`config.mk`:
```
export PLATFORM = sky130hd
export DESIGN_NAME = ffrc_frame_flat
export DESIGN_NICKNAME = d
export VERILOG_FILES = /design/src/rtl/ffrc_pkg.sv /design/src/rtl/ffrc_if.sv /design/src/rtl/ffrc_frame.sv /design/src/flat_wrapper.sv
export SDC_FILE = /design/constraint.sdc
export NUM_CORES = 1
export LEC_CHECK = 0
export ABC_AREA = 1
export BUFFER_PORTS_ARGS = -buffer_cell sky130_fd_sc_hd__buf_2
export CORE_MARGIN = 4
export CORE_UTILIZATION = 45
export CTS_CLUSTER_DIAMETER = 200
export DETAILED_ROUTE_END_ITERATION = 6
export GPL_TIMING_DRIVEN = 0
export PLACE_DENSITY = 0.74
export SKIP_CTS_REPAIR_TIMING = 1
export SLEW_MARGIN = 20
export SYNTH_ARGS = -nofsm -noshare
export SYNTH_HDL_FRONTEND = slang
export SYNTH_SLANG_ARGS = --single-unit
```
`constraint.sdc`:
```
create_clock -name clk -period 2.9 [get_ports clk]
set_input_delay 0.145 -clock clk [delete_from_list [all_inputs] [get_ports clk]]
set_output_delay 0.145 -clock clk [all_outputs]
set_load 0.02 [all_outputs]
```
`src/rtl/ffrc_pkg.sv`:
```
// Shared types, constants and the CRC-16 step for the fixed frame response checker.
// No dependencies; compile first.
package ffrc_pkg;

  // Configuration register indexes
  localparam int CFG_INDEX_W = 1;
  localparam logic [CFG_INDEX_W-1:0] REG_DEVICE_ADDRESS    = 1'b0;
  localparam logic [CFG_INDEX_W-1:0] REG_EXPECTED_FUNCTION = 1'b1;
  localparam int CFG_DATA_W = 8;

  localparam logic [7:0] DEVICE_ADDRESS_RESET    = 8'hAA;
  localparam logic [7:0] EXPECTED_FUNCTION_RESET = 8'h01;

  // Modbus CRC-16, reflected
  localparam logic [15:0] CRC_INIT = 16'hFFFF;
  localparam logic [15:0] CRC_POLY = 16'hA001;

  // Exception responses carry the function code with bit 7 set
  localparam logic [7:0] EXCEPTION_BIT = 8'h80;

  // Frame byte positions
  localparam logic [2:0] POS_HUNT       = 3'd0;
  localparam logic [2:0] POS_FUNCTION   = 3'd1;
  localparam logic [2:0] POS_FIRST_HI   = 3'd2;
  localparam logic [2:0] POS_FIRST_LO   = 3'd3;
  localparam logic [2:0] POS_SECOND_HI  = 3'd4;
  localparam logic [2:0] POS_SECOND_LO  = 3'd5;
  localparam logic [2:0] POS_CRC_LOW    = 3'd6;
  localparam logic [2:0] POS_CRC_HIGH   = 3'd7;

  typedef enum logic [1:0] {
    STATUS_OK           = 2'd0,
    STATUS_BAD_FUNCTION = 2'd1,
    STATUS_BAD_CRC      = 2'd2
  } status_t;

  typedef struct packed {
    logic [7:0] device_address;
    logic [7:0] expected_function;
  } cfg_t;

  typedef struct packed {
    status_t     status;
    logic        device_exception;
    logic [7:0]  function_code;
    logic [15:0] first_word;
    logic [15:0] second_word;
  } result_t;

  // Fold one byte into the CRC, LSB first
  function automatic logic [15:0] crc16_update(input logic [15:0] crc_in,
                                               input logic [7:0] data);
    logic [15:0] crc;
    crc = crc_in ^ {8'h00, data};
    for (int k = 0; k < 8; k++) begin
      if (crc[0]) begin
        crc = (crc >> 1) ^ CRC_POLY;
      end else begin
        crc = crc >> 1;
      end
    end
    return crc;
  endfunction

endpackage

```
`src/rtl/ffrc_if.sv`:
```
// Valid/ready channel interfaces for received bytes and frame results.
// Depends on ffrc_pkg.
interface ffrc_byte_if;
  logic       valid;
  logic       ready;
  logic [7:0] rx_byte;

  modport source (output valid, output rx_byte, input ready);
  modport sink   (input valid, input rx_byte, output ready);
endinterface


```
`src/rtl/ffrc_frame.sv`:
```
// Input register, frame sequencing, CRC accumulation and result evaluation.
// Depends on ffrc_pkg and ffrc_byte_if.
module ffrc_frame import ffrc_pkg::*; (
  input  logic         clk,
  input  logic         rst,
  input  cfg_t         cfg,
  ffrc_byte_if.sink    rx,
  input  logic         res_ready,
  output logic         res_load,
  output result_t      res
);

  logic        in_valid;
  logic [7:0]  in_byte;
  logic [2:0]  byte_position;
  logic [15:0] running_crc;
  logic [7:0]  held_function;
  logic [15:0] held_first_word;
  logic [15:0] held_second_word;
  logic [7:0]  held_crc_low;

  logic        stall;
  logic        advance;
  logic [15:0] crc_next;
  logic [15:0] crc_got;
  logic [7:0]  exc_code;
  logic        fn_ok;

  // Hold the byte at frame end while the result register is still occupied
  assign stall    = in_valid && (byte_position == POS_CRC_HIGH) && !res_ready;
  assign advance  = in_valid && !stall;
  assign rx.ready = !in_valid || !stall;

  // Capture the incoming transaction
  always_ff @(posedge clk) begin
    if (rst) begin
      in_valid <= 1'b0;
    end else if (rx.valid && rx.ready) begin
      in_valid <= 1'b1;
    end else if (advance) begin
      in_valid <= 1'b0;
    end
  end

  always_ff @(posedge clk) begin
    if (rx.valid && rx.ready) begin
      in_byte <= rx.rx_byte;
    end
  end

  // Restart the CRC on the address byte
  assign crc_next = crc16_update((byte_position == POS_HUNT) ? CRC_INIT : running_crc,
                                 in_byte);

  // Advance the frame position and CRC
  always_ff @(posedge clk) begin
    if (rst) begin
      byte_position <= POS_HUNT;
      running_crc   <= CRC_INIT;
    end else if (advance) begin
      case (byte_position)
        POS_HUNT: begin
          if (in_byte == cfg.device_address) begin
            running_crc   <= crc_next;
            byte_position <= POS_FUNCTION;
          end
        end
        POS_CRC_LOW: begin
          byte_position <= POS_CRC_HIGH;
        end
        POS_CRC_HIGH: begin
          running_crc   <= CRC_INIT;
          byte_position <= POS_HUNT;
        end
        default: begin
          running_crc   <= crc_next;
          byte_position <= byte_position + 3'd1;
        end
      endcase
    end
  end

  // Collect frame payload bytes
  always_ff @(posedge clk) begin
    if (advance) begin
      case (byte_position)
        POS_FUNCTION:  held_function           <= in_byte;
        POS_FIRST_HI:  held_first_word[15:8]   <= in_byte;
        POS_FIRST_LO:  held_first_word[7:0]    <= in_byte;
        POS_SECOND_HI: held_second_word[15:8]  <= in_byte;
        POS_SECOND_LO: held_second_word[7:0]   <= in_byte;
        POS_CRC_LOW:   held_crc_low            <= in_byte;
        default: ;
      endcase
    end
  end

  // Evaluate the finished frame; function fault outranks CRC fault
  assign crc_got  = {in_byte, held_crc_low};
  assign exc_code = cfg.expected_function | EXCEPTION_BIT;
  assign fn_ok    = (held_function == cfg.expected_function) ||
                    (held_function == exc_code);

  always_comb begin
    res.device_exception = (held_function == exc_code);
    res.function_code    = held_function;
    res.first_word       = held_first_word;
    res.second_word      = held_second_word;
    if (!fn_ok) begin
      res.status = STATUS_BAD_FUNCTION;
    end else if (crc_got != running_crc) begin
      res.status = STATUS_BAD_CRC;
    end else begin
      res.status = STATUS_OK;
    end
  end

  assign res_load = advance && (byte_position == POS_CRC_HIGH);

  // Frame end always returns to hunting
  a_frame_end_hunts: assert property (@(posedge clk) disable iff (rst)
    res_load |=> (byte_position == POS_HUNT))
    else $error("frame end did not return to hunting");

  // A non-address byte while hunting keeps hunting
  a_hunt_holds: assert property (@(posedge clk) disable iff (rst)
    advance && (byte_position == POS_HUNT) && (in_byte != cfg.device_address)
    |=> (byte_position == POS_HUNT))
    else $error("left hunting without an address match");

  // A result is never produced into a busy result register
  a_no_overrun: assert property (@(posedge clk) disable iff (rst)
    res_load |-> res_ready)
    else $error("result loaded while result register busy");

endmodule

```
`src/flat_wrapper.sv`:
```
// flat-port wrapper written by rule: the top's interface ports become plain ports
module ffrc_frame_flat import ffrc_pkg::*;
  (clk, rst, cfg, res_ready, res_load, res, rx_valid, rx_rx_byte, rx_ready);
  ffrc_byte_if rx_i ();
  input  logic clk;
  input  logic rst;
  input  cfg_t cfg;
  input  logic res_ready;
  output logic res_load;
  output result_t res;
  input wire logic [$bits(rx_i.valid)-1:0] rx_valid;
  input wire logic [$bits(rx_i.rx_byte)-1:0] rx_rx_byte;
  output wire logic [$bits(rx_i.ready)-1:0] rx_ready;
  assign rx_i.valid = rx_valid;
  assign rx_i.rx_byte = rx_rx_byte;
  assign rx_ready = rx_i.ready;
  ffrc_frame u_core (.clk(clk), .rst(rst), .cfg(cfg), .rx(rx_i), .res_ready(res_ready), .res_load(res_load), .res(res));
endmodule
```
### Word-level counts from Yosys, hierarchy flattened

Cells that the tools add are included.

| word-level totals | value |
|---|---|
| register bits after elaboration | 76 |
| input bits | 28 |
| output and inout port bits | 45 |
| word-level logic and storage cells | 70 |

| cells by class | value |
|---|---|
| $add $sub $neg | 1 |
| equal/unequal tests | 12 |
| multiplexer cells | 17 |
| bitwise operators | 10 |
| reduce and logical (&&, ||, !) cells | 20 |

Operator list:

| operator | count |
|---|---|
| $mux 16 | 10 |
| $pmux 16 s3 | 1 |
| $eq 8x8->1 | 3 |
| $not 2->3 | 8 |
| $ne 16x16->1 | 1 |
| $xor 16x8->16 | 1 |
| $reduce_and 2->1 | 7 |
| $eq 3x3->1 const B | 4 |
| $pmux 3 s3 | 1 |
| $eq 3x2->1 const B | 2 |
| $logic_and 1x1->1 | 5 |
| $mux 2 | 2 |
| $add 3x1->3 const B | 1 |
| $eq 3x1->1 const B | 1 |
| $logic_not 1->1 | 3 |
| $logic_not 3->1 | 1 |
| $mux 3 | 1 |
| $reduce_and 3->1 | 1 |
| $logic_or 1x1->1 | 2 |
| $mux 1 | 2 |
| $ne 2x2->1 const B | 1 |
| $reduce_bool 2->1 | 1 |
| $not 1->1 | 1 |

### Logic depth before layout (Yosys ltp)

| logic depth | value |
|---|---|
| depth in word-level cells | 21 |
| depth in mapped cells | 19 |
| gate-level depth less buffers | 19 |

### Worst setup path after synthesis

Ideal clock, no wire load.

| timing | value |
|---|---|
| path kind | reg2reg |
| start | reg u_core.byte_position[0] |
| end | reg u_core.held_function[0], enable pin |
| setup time | 0.383 ns |
| arrival | 1.934 ns |
| slack | 0.583 ns |
| cell stages (with the launch flop) | 8 |
| clock period less this slack | 2.317 ns |
| path through | dfxtp_1 > ha_1 > ha_1 > inv_1 > nor3_1 > nor2_1 > inv_1 > nor3_1 |

| on the way | value |
|---|---|
| cells in the longest elaborated chain, start to end | 6 |

RTL lines:

| item | line | source |
|---|---|---|
| start, declared | ffrc_frame.sv:15 | `logic [2:0] byte_position;` |
| start signal, assigned | ffrc_frame.sv:77 | `byte_position <= byte_position + 3'd1;` |
| $eq 3x3->1 | ffrc_frame.sv:30 | `assign stall = in_valid && (byte_position == POS_CRC_HIGH) && !res_ready;` |
| $logic_and 1x1->1 (2 in series) | ffrc_frame.sv:30 |  |
| $logic_not 1->1 | ffrc_frame.sv:31 | `assign advance = in_valid && !stall;` |
| $logic_and 1x1->1 | ffrc_frame.sv:31 |  |
| $reduce_and 2->1 (no source line) * | n/a |  |
| end signal, assigned | ffrc_frame.sv:87 | `POS_FUNCTION: held_function <= in_byte;` |
| end, declared | ffrc_frame.sv:17 | `logic [7:0] held_function;` |

Every way passes the cells marked *; elsewhere a longest branch is shown, timed or not.
A chain may end at the register's enable or synchronous reset.

### Final worst setup path

| timing | value |
|---|---|
| start | reg u_core.byte_position[0] |
| end | reg u_core.held_first_word[13], enable pin |

| on the way | value |
|---|---|
| cells in the longest elaborated chain, start to end | 6 |

RTL lines:

| item | line | source |
|---|---|---|
| $eq 3x3->1 | ffrc_frame.sv:30 |  |
| $logic_and 1x1->1 (2 in series) | ffrc_frame.sv:30 |  |
| $logic_not 1->1 | ffrc_frame.sv:31 |  |
| $logic_and 1x1->1 | ffrc_frame.sv:31 |  |
| $reduce_and 2->1 (no source line) * | n/a |  |
| end signal, assigned | ffrc_frame.sv:88 | `POS_FIRST_HI: held_first_word[15:8] <= in_byte;` |
| end, declared | ffrc_frame.sv:18 | `logic [15:0] held_first_word;` |

Marked as above.

==> out/results.txt <==
Peak supply drop: 0.249 mV
layout cells sized above 1: 28.8%
final-report setup violation count: 0
crit path buf inv count: 2
RSZ-0062 raised after global routing: no
vias in the first global route: 2580
headroom to the max-slew limit: 56.0%
core area: 7690 um2
hold_ws: 0.0467 ns
clock share of power: 35.7%
worst clock skew: 0.0133 ns
I/O Pins: 73
die area: 9340 um2
TritonCTS clock tree: built
largest net degree at the start of global routing: 17
Worst Setup Path Type: flop to flop
Final Cycle Share: 90.4%
Synth Instances: 342
switching portion of total power: 26.2%
initial antenna violation count: 0
syn_nets: 376
Pre-antenna DRT Iters: 4
Critical Path Sink Type: flop
Finished Layout Cells: 539
clock sinks: 76
top_reg_cell synth: edfxtp_1
FF+latch count, synth: 76
Post-Syn Area per Cell: 10.3 um2
all-layer global routing usage: 17.5%
Yosys cell types: 30
Crit path largest cell delay: 0.55 ns
outcome: finished clean
Overflow after GRT: 0
port bufs: 71
H-tree Lvls: 3
Comb pwr share: 8.1%
routability cong.: 0.888
Synth Cell Area: 3540 um2
DIE HEIGHT: 96.6 um
Starting Density: 46.0%
Startpoint Class: flop
Yosys top cell area share: 47.6%
total placed cells including tap cells: 515
EDFF count, synth: 56
Worst EP arrival: 2.61 ns
Top delay family on crit path: simple AND/OR/NAND/NOR gates
number of buffers created by CTS: 9
Final #Nets: 466
Final Critical Period: 2.62 ns
Pins Over Slew Limit: 0
Leak: 0.00175 uW
top cells by area, synth: edfxtp_1, dfxtp_1, nand2_1, xor2_1, inv_1
Core Rows: 32
crit path cell chain: ha_1 -> ha_1 -> inv_1 -> nor3_1 -> nor2_1 -> inv_1 -> nor2_1
routed len/inst: 14.9 um
P_int: 1580 uW
clk_lat worst skew: 0.35 ns
max cap viols: 0
Post-DRT Antenna Nets: 0
Root Buffer: clkbuf_8
critical path peak fanout: 8
antenna cell count: 0
Hold Path Class: input port to flop
Flop pwr share: 56.3%
Hold Fails Final Rpt: 0
first-pass GRT wire length: 13100 um
Final HPWL DP: 5820 um
cell taking the most area after synthesis: edfxtp_1
vias per cell: 5.07
Clock Tree Buf Depth: 2
power density cells: 498 nW/um2
Post-Route WL: 8040 um
Reg clk slew, reported paths: 0.09 ns
DRC: 0
Max Fclk: 0.381 GHz
Initial DRC Count: 190
Sw Pwr: 560 uW
Worst-Margin Slew: 0.657 ns
Critical-path top delay cell: nor2_1
Layout Area Growth over Synthesis: 21.6%
sequential share of the synthesized area: 58.9%
Req. time, crit path: 2.89 ns
asr flop ratio synth: 0%
yosys warns: 0
Die W: 96.6 um
DR vias: 2732
-- power groups by stage --
stage               registers [uW]  logic [uW]  clock network [uW]
floorplan                     1220         115                   0
global placement              1230         157                   0
detailed placement            1230         161                   0
CTS                           1200         163                 770
global route                  1210         192                 835
finish                        1210         172                 764
-- cell families (layout without fill, tap and decap cells) --
logic type               Yosys count  in the layout  synth area share [%]
AND/OR/NAND/NOR                  153            153                  21.2
buffers and inverters             38            133                  4.64
AO/OA/AOI/OAI                     43             43                  6.76
adder cells (fa/ha/maj)            6              6                  2.12
XOR/XNOR                          26             26                  6.44
flip-flops                        76             76                  58.9
-- stage by stage --
step                power, uW  area [um2]  setup TNS, ns  worst slack, ns  utilization, %
CTS                      2140        4210         -0.111          -0.0139            54.7
global route             2230        4300              0           0.0495            55.9
finish                   2140        4300              0            0.279            55.9
floorplan                1330        3540              0            0.583               -
global placement         1390        4020              0           0.0874            52.3
detailed placement       1390        4020              0           0.0190            52.3
-- Yosys cell counts, types with 2 or more instances --
library cell,count
nand2_2,16
dfxtp_1,20
nand2_1,76
edfxtp_1,56
nor3_1,4
o22ai_1,3
a21oi_1,14
o211ai_1,5
o21ai_0,18
or2_1,2
clkbuf_1,2
ha_1,6
xor2_1,16
xnor2_1,10
nor4_1,5
inv_1,29
inv_2,4
nor2_1,14
nand3_2,9
nand3_1,21
or2_2,3
-- layout by cell type, fill, tap and decap left out, drive strengths merged --
cell and instances:
nand2 93, buf 74, edfxtp 56, inv 38, nand3 30, dfxtp 20
o21ai 19, xor2 16, a21oi 14, nor2 14, clkbuf 11, xnor2 10
dlygate4sd3 8, ha 6, nor4 5, o211ai 5, or2 5, nor3 4
o22ai 3, nand4 1, and2 1, a41oi 1, a221oi 1, clkinvlp 1
clkinv 1
-- area by class of cell --
cell class	count	area, um2
plain buffers	5	40.0
clock buffers	9	124
clock inverters	7	65.1
fillers	683	3390
inverters	33	124
multi-input cells	228	1300
flip-flops and latches	76	2080
well taps	102	128
repair buffers	79	435
-- worst reg2reg max path: cells and delay by family, from the launching register on --
kind / cells / cell delay (ns)
simple gates: 3 / 0.90
buf+inv: 2 / 0.48
flops: 1 / 0.35
fa+ha+maj: 2 / 0.55
-- worst paths after layout --
path | depth (start not counted) | endpoint | start | slack, ns
worst min register to register | 2 | u_core.running_crc[0] | u_core.running_crc[0] | 0.48
worst min-delay path | 3 | u_core.in_valid | rx_valid | 0.05
worst max register to register | 7 | u_core.held_first_word[13] | u_core.byte_position[0] | 0.28
worst max-delay path | 7 | u_core.held_first_word[13] | u_core.byte_position[0] | 0.28
-- flip-flops by register name (all words and copies together) (netlist names) --
| register | flops |
|---|---|
| u_core.in_valid | 1 |
| u_core.held_crc_low | 8 |
| u_core.byte_position | 3 |
| u_core.running_crc | 16 |
| u_core.held_first_word | 16 |
| u_core.in_byte | 8 |
| u_core.held_second_word | 16 |
| u_core.held_function | 8 |
-- per-layer routing --
metal	part of all wire (%)	track usage (%)	vias to the layer above
met5	0	0	-
met4	1.7	6.37	0
met3	8.0	4.54	12
met2	49	27.7	106
met1	42	23.3	1274
li1	-	-	1340
Power figures use the tool's default switching activity.
